$ cat config.mk
export PLATFORM = sky130hd
export DESIGN_NAME = unsigned_to_ascii_digits
export DESIGN_NICKNAME = d
export VERILOG_FILES = /design/src/rtl/u2a_pkg.sv /design/src/rtl/u2a_bcd_step.sv /design/src/rtl/unsigned_to_ascii_digits.sv
export SDC_FILE = /design/constraint.sdc
export NUM_CORES = 1
export LEC_CHECK = 0
export ABC_CLOCK_PERIOD_IN_PS = 9200
export BUFFER_PORTS_ARGS = -buffer_cell sky130_fd_sc_hd__buf_2
export CAP_MARGIN = 20
export CORE_ASPECT_RATIO = 0.9
export CORE_UTILIZATION = 55
export DETAILED_ROUTE_END_ITERATION = 8
export GPL_TIMING_DRIVEN = 0
export PLACE_DENSITY = 0.77
export SLEW_MARGIN = 20
export SYNTH_ARGS = -nofsm -noshare
export SYNTH_HDL_FRONTEND = slang
export SYNTH_SLANG_ARGS = --single-unit
$ cat constraint.sdc
create_clock -name aclk -period 9.2 [get_ports aclk]
set_input_delay 1.84 -clock aclk [delete_from_list [all_inputs] [get_ports aclk]]
set_output_delay 1.84 -clock aclk [all_outputs]
set_load 0.005 [all_outputs]
$ cat src/rtl/u2a_pkg.sv
package u2a_pkg;

    localparam int KIND_W      = 2;
    localparam int VALUE_W     = 64;
    localparam int CHAR_W      = 8;
    localparam int COUNT_W     = 32;
    localparam int WORD_W      = 32;
    localparam int NIBBLE_W    = 4;
    localparam int BCD_DIGITS  = 10;
    localparam int BCD_W       = BCD_DIGITS * NIBBLE_W;
    localparam int HEX_DIGITS  = VALUE_W / NIBBLE_W;
    localparam int NDIG_W      = $clog2(HEX_DIGITS + 1);
    localparam int ITER_W      = $clog2(WORD_W);

    localparam logic [KIND_W-1:0] KIND_DEC    = 2'd0;
    localparam logic [KIND_W-1:0] KIND_HEX_LO = 2'd1;
    localparam logic [KIND_W-1:0] KIND_HEX_UP = 2'd2;
    localparam logic [KIND_W-1:0] KIND_ADDR   = 2'd3;

    localparam logic [CHAR_W-1:0] CHAR_ZERO  = 8'h30;
    localparam logic [CHAR_W-1:0] CHAR_NINE  = 8'h39;
    localparam logic [CHAR_W-1:0] CHAR_LOW_A = 8'h61;
    localparam logic [CHAR_W-1:0] CHAR_LOW_F = 8'h66;
    localparam logic [CHAR_W-1:0] CHAR_UP_A  = 8'h41;
    localparam logic [CHAR_W-1:0] CHAR_UP_F  = 8'h46;

    typedef enum logic [1:0] {
        ST_IDLE,
        ST_CONVERT,
        ST_STRIP,
        ST_EMIT
    } u2a_state_t;

    function automatic logic [CHAR_W-1:0] hex_char(input logic [NIBBLE_W-1:0] nibble,
                                                   input logic upper);
        logic [CHAR_W-1:0] ext;
        ext = {{(CHAR_W-NIBBLE_W){1'b0}}, nibble};
        if (nibble < 4'd10) begin
            hex_char = CHAR_ZERO + ext;
        end else if (upper) begin
            hex_char = CHAR_UP_A + ext - 8'd10;
        end else begin
            hex_char = CHAR_LOW_A + ext - 8'd10;
        end
    endfunction

endpackage

$ cat src/rtl/u2a_bcd_step.sv
module u2a_bcd_step
    import u2a_pkg::*;
(
    input  logic [BCD_W-1:0] bcd_in,
    input  logic             bit_in,
    output logic [BCD_W-1:0] bcd_out
);

    logic [BCD_W-1:0] adj;

    // add 3 to every digit of 5 or more, then shift in the next binary bit
    always_comb begin
        for (int i = 0; i < BCD_DIGITS; i++) begin
            if (bcd_in[i*NIBBLE_W +: NIBBLE_W] >= 4'd5) begin
                adj[i*NIBBLE_W +: NIBBLE_W] = bcd_in[i*NIBBLE_W +: NIBBLE_W] + 4'd3;
            end else begin
                adj[i*NIBBLE_W +: NIBBLE_W] = bcd_in[i*NIBBLE_W +: NIBBLE_W];
            end
        end
        bcd_out = {adj[BCD_W-2:0], bit_in};
    end

endmodule

$ cat src/rtl/unsigned_to_ascii_digits.sv
// Prints one unsigned number per input word as ASCII digits, most significant
// first, one output word per character, no leading zeros (zero prints "0").
// s_tuser selects the format: 0 decimal of value[31:0], 1 lowercase hex of
// value[31:0], 2 uppercase hex of value[31:0], 3 lowercase hex of all 64 bits.
// m_tlast marks the final digit; m_tdata[39:8] carries the count of characters
// sent since reset, this one included, wrapping at 2^32. The block takes one
// number at a time and s_tready is low until its last digit is in the output
// register. A hex number first strips its leading zero digits, then sends its
// printed digits; a decimal number is first converted by shift-and-add-3 of all
// 32 bits through one shared BCD step. An output stall holds the digit emission.
module unsigned_to_ascii_digits
    import u2a_pkg::*;
(
    input  logic                aclk,
    input  logic                aresetn,
    input  logic                s_tvalid,
    output logic                s_tready,
    input  logic [VALUE_W-1:0]  s_tdata,   // [63:0] value
    input  logic [KIND_W-1:0]   s_tuser,   // [1:0] kind
    output logic                m_tvalid,
    input  logic                m_tready,
    output logic [39:0]         m_tdata,   // [7:0] char_code, [39:8] total_count
    output logic                m_tlast    // last_char
);

    u2a_state_t           state_reg, state_next;
    logic [VALUE_W-1:0]   dig_reg, dig_next;
    logic [WORD_W-1:0]    bin_reg, bin_next;
    logic [ITER_W-1:0]    iter_reg, iter_next;
    logic [NDIG_W-1:0]    ndig_reg, ndig_next;
    logic                 upper_reg, upper_next;
    logic [COUNT_W-1:0]   total_reg, total_next;
    logic                 mvalid_reg, mvalid_next;
    logic [CHAR_W-1:0]    mchar_reg, mchar_next;
    logic                 mlast_reg, mlast_next;
    logic [BCD_W-1:0]     bcd_shifted;
    logic                 s_accept;
    logic                 out_load;
    logic [NIBBLE_W-1:0]  top_nibble;

    u2a_bcd_step u_bcd_step (
        .bcd_in  (dig_reg[VALUE_W-1 -: BCD_W]),
        .bit_in  (bin_reg[WORD_W-1]),
        .bcd_out (bcd_shifted)
    );

    assign s_tready   = (state_reg == ST_IDLE);
    assign s_accept   = s_tvalid && s_tready;
    assign top_nibble = dig_reg[VALUE_W-1 -: NIBBLE_W];
    assign out_load   = (state_reg == ST_EMIT) && (!mvalid_reg || m_tready);

    always_ff @(posedge aclk) begin
        if (!aresetn) begin
            state_reg  <= ST_IDLE;
            total_reg  <= '0;
            mvalid_reg <= 1'b0;
        end else begin
            state_reg  <= state_next;
            total_reg  <= total_next;
            mvalid_reg <= mvalid_next;
        end
        dig_reg   <= dig_next;
        bin_reg   <= bin_next;
        iter_reg  <= iter_next;
        ndig_reg  <= ndig_next;
        upper_reg <= upper_next;
        mchar_reg <= mchar_next;
        mlast_reg <= mlast_next;
    end

    always_comb begin
        state_next  = state_reg;
        dig_next    = dig_reg;
        bin_next    = bin_reg;
        iter_next   = iter_reg;
        ndig_next   = ndig_reg;
        upper_next  = upper_reg;
        total_next  = total_reg;
        mvalid_next = mvalid_reg && !m_tready;
        mchar_next  = mchar_reg;
        mlast_next  = mlast_reg;
        case (state_reg)
            ST_IDLE: begin
                if (s_accept) begin
                    upper_next = (s_tuser == KIND_HEX_UP);
                    bin_next   = s_tdata[WORD_W-1:0];
                    iter_next  = ITER_W'(WORD_W - 1);
                    case (s_tuser)
                        KIND_DEC: begin
                            dig_next   = '0;
                            ndig_next  = NDIG_W'(BCD_DIGITS);
                            state_next = ST_CONVERT;
                        end
                        KIND_ADDR: begin
                            dig_next   = s_tdata;
                            ndig_next  = NDIG_W'(HEX_DIGITS);
                            state_next = ST_STRIP;
                        end
                        default: begin
                            dig_next   = {s_tdata[WORD_W-1:0], {(VALUE_W-WORD_W){1'b0}}};
                            ndig_next  = NDIG_W'(WORD_W / NIBBLE_W);
                            state_next = ST_STRIP;
                        end
                    endcase
                end
            end
            ST_CONVERT: begin
                dig_next  = {bcd_shifted, {(VALUE_W-BCD_W){1'b0}}};
                bin_next  = {bin_reg[WORD_W-2:0], 1'b0};
                iter_next = iter_reg - ITER_W'(1);
                if (iter_reg == '0) begin
                    state_next = ST_STRIP;
                end
            end
            ST_STRIP: begin
                // drop leading zero digits, keep at least one
                if (top_nibble == '0 && ndig_reg != NDIG_W'(1)) begin
                    dig_next  = {dig_reg[VALUE_W-NIBBLE_W-1:0], {NIBBLE_W{1'b0}}};
                    ndig_next = ndig_reg - NDIG_W'(1);
                end else begin
                    state_next = ST_EMIT;
                end
            end
            ST_EMIT: begin
                if (out_load) begin
                    mvalid_next = 1'b1;
                    mchar_next  = hex_char(top_nibble, upper_reg);
                    mlast_next  = (ndig_reg == NDIG_W'(1));
                    total_next  = total_reg + COUNT_W'(1);
                    dig_next    = {dig_reg[VALUE_W-NIBBLE_W-1:0], {NIBBLE_W{1'b0}}};
                    ndig_next   = ndig_reg - NDIG_W'(1);
                    if (ndig_reg == NDIG_W'(1)) begin
                        state_next = ST_IDLE;
                    end
                end
            end
            default: begin
                state_next = ST_IDLE;
            end
        endcase
    end

    assign m_tvalid = mvalid_reg;
    assign m_tlast  = mlast_reg;
    assign m_tdata  = {total_reg, mchar_reg};

    a_busy_after_accept: assert property (@(posedge aclk) disable iff (!aresetn)
        s_accept |=> !s_tready)
        else $error("input accepted while a number is still in progress");

    a_count_step: assert property (@(posedge aclk) disable iff (!aresetn)
        out_load |=> m_tvalid && m_tdata[39:8] == $past(total_reg) + 32'd1)
        else $error("character count did not advance by one");

    a_digit_count: assert property (@(posedge aclk) disable iff (!aresetn)
        (state_reg == ST_STRIP || state_reg == ST_EMIT) |->
            ndig_reg != '0 && ndig_reg <= NDIG_W'(HEX_DIGITS))
        else $error("digit count out of range");

    a_char_is_digit: assert property (@(posedge aclk) disable iff (!aresetn)
        m_tvalid |-> (m_tdata[7:0] >= CHAR_ZERO && m_tdata[7:0] <= CHAR_NINE) ||
                     (m_tdata[7:0] >= CHAR_LOW_A && m_tdata[7:0] <= CHAR_LOW_F) ||
                     (m_tdata[7:0] >= CHAR_UP_A && m_tdata[7:0] <= CHAR_UP_F))
        else $error("output character is not a digit");

endmodule
==> impl_metrics.py <==
metrics = {
    "status": {
        "status": "complete, no violations",
    },
    "grt": {
        "track_usage": 0.2849,
        "grt_max_degree": 41,
        "grt_pass1_vias": 6076,
        "grt_pass1_wl_microns": 32520,
        "antenna_found_initial": 1,
        "grt_overflow": 0,
    },
    "timing": {
        "layout_setup_ws_ns": 5.538,
        "drv_slew": 0,
        "finalCriticalPeriod_ns": 3.662,
        "fin_skew_ns": 0.008431,
        "maxSlewHeadroom": 0.3693,
        "worst_pin_slew_ns": 0.9461,
        "fin_crit_sh": 0.3980,
        "rsz0062_at_grt": "no",
        "setup_tns_ns": 0,
        "hold_violations": 0,
        "setup_viol": 0,
        "max_freq_mhz": 273.1,
    },
    "die": {
        "ios": 113,
        "initial_core_util": 0.5723,
        "core.rowCount": 41,
        "die_w_microns": 130.2,
        "die_h_microns": 117.4,
        "die_area_sq_mm": 0.01528,
        "core_sq_mm": 0.01421,
    },
    "clock_tree": {
        "cts-root-buf": "clkbuf_16",
        "cts_setup_buffers": 0,
        "ctsHoldBuffers": 0,
        "cts_made_buffers": 17,
        "clk-insertion-delay-late_ns": 0.43,
        "cts_resized": 0,
        "tritoncts": "done",
        "clock_sinks": 150,
        "clk_pin_slew_ns": 0.07,
        "cts_htree_levels": 4,
        "clockBufferDepth": 2,
    },
    "logic_synthesis": {
        "synth_xor_area_frac": 0.05169,
        "synth_compound_area_frac": 0.1546,
        "synth_edf_count": 115,
        "synth_top_cell_area_share": 0.4246,
        "yosys.area_share.adder": 0.05385,
        "ys.flop_type": "edfxtp_1",
        "synthMuxAreaShare": 0.05415,
        "synth.area.top_cells": "edfxtp_1 (42%), dfxtp_1 (8.6%), ha_1 (5.4%), mux2_2 (4.4%), a22oi_1 (4.2%)",
        "synthesis.yosys.warnings": 0,
        "synth_area_sq_mm": 0.008133,
        "syn_avg_cell_area_sq_um": 10.72,
        "synth.distinct_cells": 45,
        "synth_async_sr_flop_share": 0,
        "ys_seq_area_frac": 0.5108,
        "netlist_instances": 759,
        "synth_seq_cells": 150,
        "synth_top_family_by_area": "compound AO/OA/AOI/OAI gates",
        "syn-num-nets": 864,
        "synthSimpleGateAreaFrac": 0.1338,
        "synth_top_cell_by_area": "edfxtp_1",
    },
    "cells_and_area": {
        "fillCellCount": 1118,
        "mostFrequentLayoutCell": "buf_2",
        "n_antenna_cell": 0,
        "final_cell_mix": "buf_2 (117), edfxtp_1 (115), nand2_1 (66)",
        "finalNetCount": 995,
        "drive_gt1_frac": 0.2148,
        "syn_to_final_growth_pct": 17.69,
        "largest_register_ff_count": 64,
    },
    "place": {
        "dp_slack_ns": 5.188,
        "io_buffers": 111,
        "place.gp.congestion": 0.8859,
        "dp.final_hpwl_microns": 15010,
    },
    "power": {
        "cellPowerDensity_mw_per_mm2": 306.7,
        "p_total_mw": 2.936,
        "ir_drop_uv": 171.5,
        "p_leak_nw": 3.691,
    },
    "worst_setup_path": {
        "cp-end-kind": "register",
        "criticalPathCategory": "in -> reg",
        "path_max_fanout": 10,
        "start_kind": "input port",
        "required_ns": 9.48,
        "cp-startpoint": "s_tuser[0]",
        "cp.arrival_ns": 3.94,
        "worstReg2RegStart": "state_reg[1]",
    },
    "hold_path": {
        "min_from": "total_reg[1]",
        "hold_class": "reg -> reg",
    },
    "route": {
        "wl_microns": 20910,
        "antenna_left": 0,
        "wl_per_cell_microns": 19.07,
        "num_vias": 6613,
        "first_iter_violations": 759,
        "via_per_inst": 6.034,
        "drcViolationCount": 0,
        "dr.pass1.iters": 5,
    },
    "run": {
        "maxCapViolations": 0,
    },
}
==> worst max-delay path, stage by stage <==
cell and delay, ns:
buf_2 0.12, inv_1 0.07, ha_1 0.29, clkbuf_1 0.27
nor2b_1 0.35, clkbuf_1 0.57, a22oi_1 0.20, a21oi_1 0.22
==> metrics by stage <==
stage / util / cell area (sq um) / cells / hold WS, ns
after floorplan: - / 8133 / 759 / 0.4766
after global placement: 0.6284 / 8930 / 1063 / 0.4792
after detailed placement: 0.6300 / 8952 / 1064 / 0.4858
after CTS: 0.6736 / 9572 / 1096 / 0.4945
after global routing: 0.6736 / 9572 / 1096 / 0.5147
final: 0.6736 / 9572 / 1096 / 0.4962
==> where the power goes <==
group,leakage (nW),switching (mW),internal [mW]
registers,1.41,0.162,1.04
logic,1.99,0.622,0.374
clock network,0.293,0.303,0.434
total,3.69,1.09,1.85
==> Yosys cell counts, types with 3 or more instances <==
cell type / instances
edfxtp_1: 115
nand2_1: 66
nor2_1: 55
a21oi_1: 50
a22oi_1: 45
inv_1: 39
o21ai_0: 39
dfxtp_1: 35
ha_1: 35
xnor2_1: 35
clkbuf_1: 32
mux2_2: 32
a221oi_1: 26
a22o_1: 20
nand2b_1: 17
xor2_1: 13
nand3_1: 12
nor3_1: 12
and2_1: 10
nand4_1: 9
mux2i_1: 8
buf_2: 6
nor4_1: 6
and3_1: 5
and4_1: 5
nor2b_1: 5
buf_1: 4
o211ai_1: 3
==> logic make-up (layout without fill, tap and decap cells) <==
| family | after synthesis | in the layout |
|---|---|---|
| multiplexers | 40 | 40 |
| AND/OR/NAND/NOR | 213 | 213 |
| AO/OA/AOI/OAI | 189 | 189 |
| other | 1 | 1 |
| adder cells (fa/ha/maj) | 35 | 35 |
| buffers and inverters | 83 | 227 |
| XOR/XNOR | 48 | 48 |
| flip-flops | 150 | 150 |
==> metal layers <==
metal	wire length [microns]	part of all wire	track usage
met5	12	0.00057	0
met3	2396	0.11	0.07619
met4	325	0.016	0.09157
met2	9484	0.45	0.4222
met1	8686	0.42	0.4030
==> path summary, 6_finish.rpt <==
check	to	slack, ns	depth (start not counted)
max	dig_reg[49]	5.54	8
min	total_reg[1]	0.50	2
max reg2reg	iter_reg[3]	5.80	6
min reg2reg	total_reg[1]	0.50	2
==> layout make-up <==
class	instances	area, sq um	share of cell area
Tap cell	193	241.5	0.02523
Clock buffer	17	425.4	0.04444
Clock inverter	15	193.9	0.02026
Timing Repair Buffer	112	575.6	0.06013
Inverter	39	146.4	0.01529
Buffer	44	183.9	0.01922
Multi-Input combinational cell	526	3651	0.3814
Sequential cell	150	4154	0.4340
(Power assumes the default switching activity.)
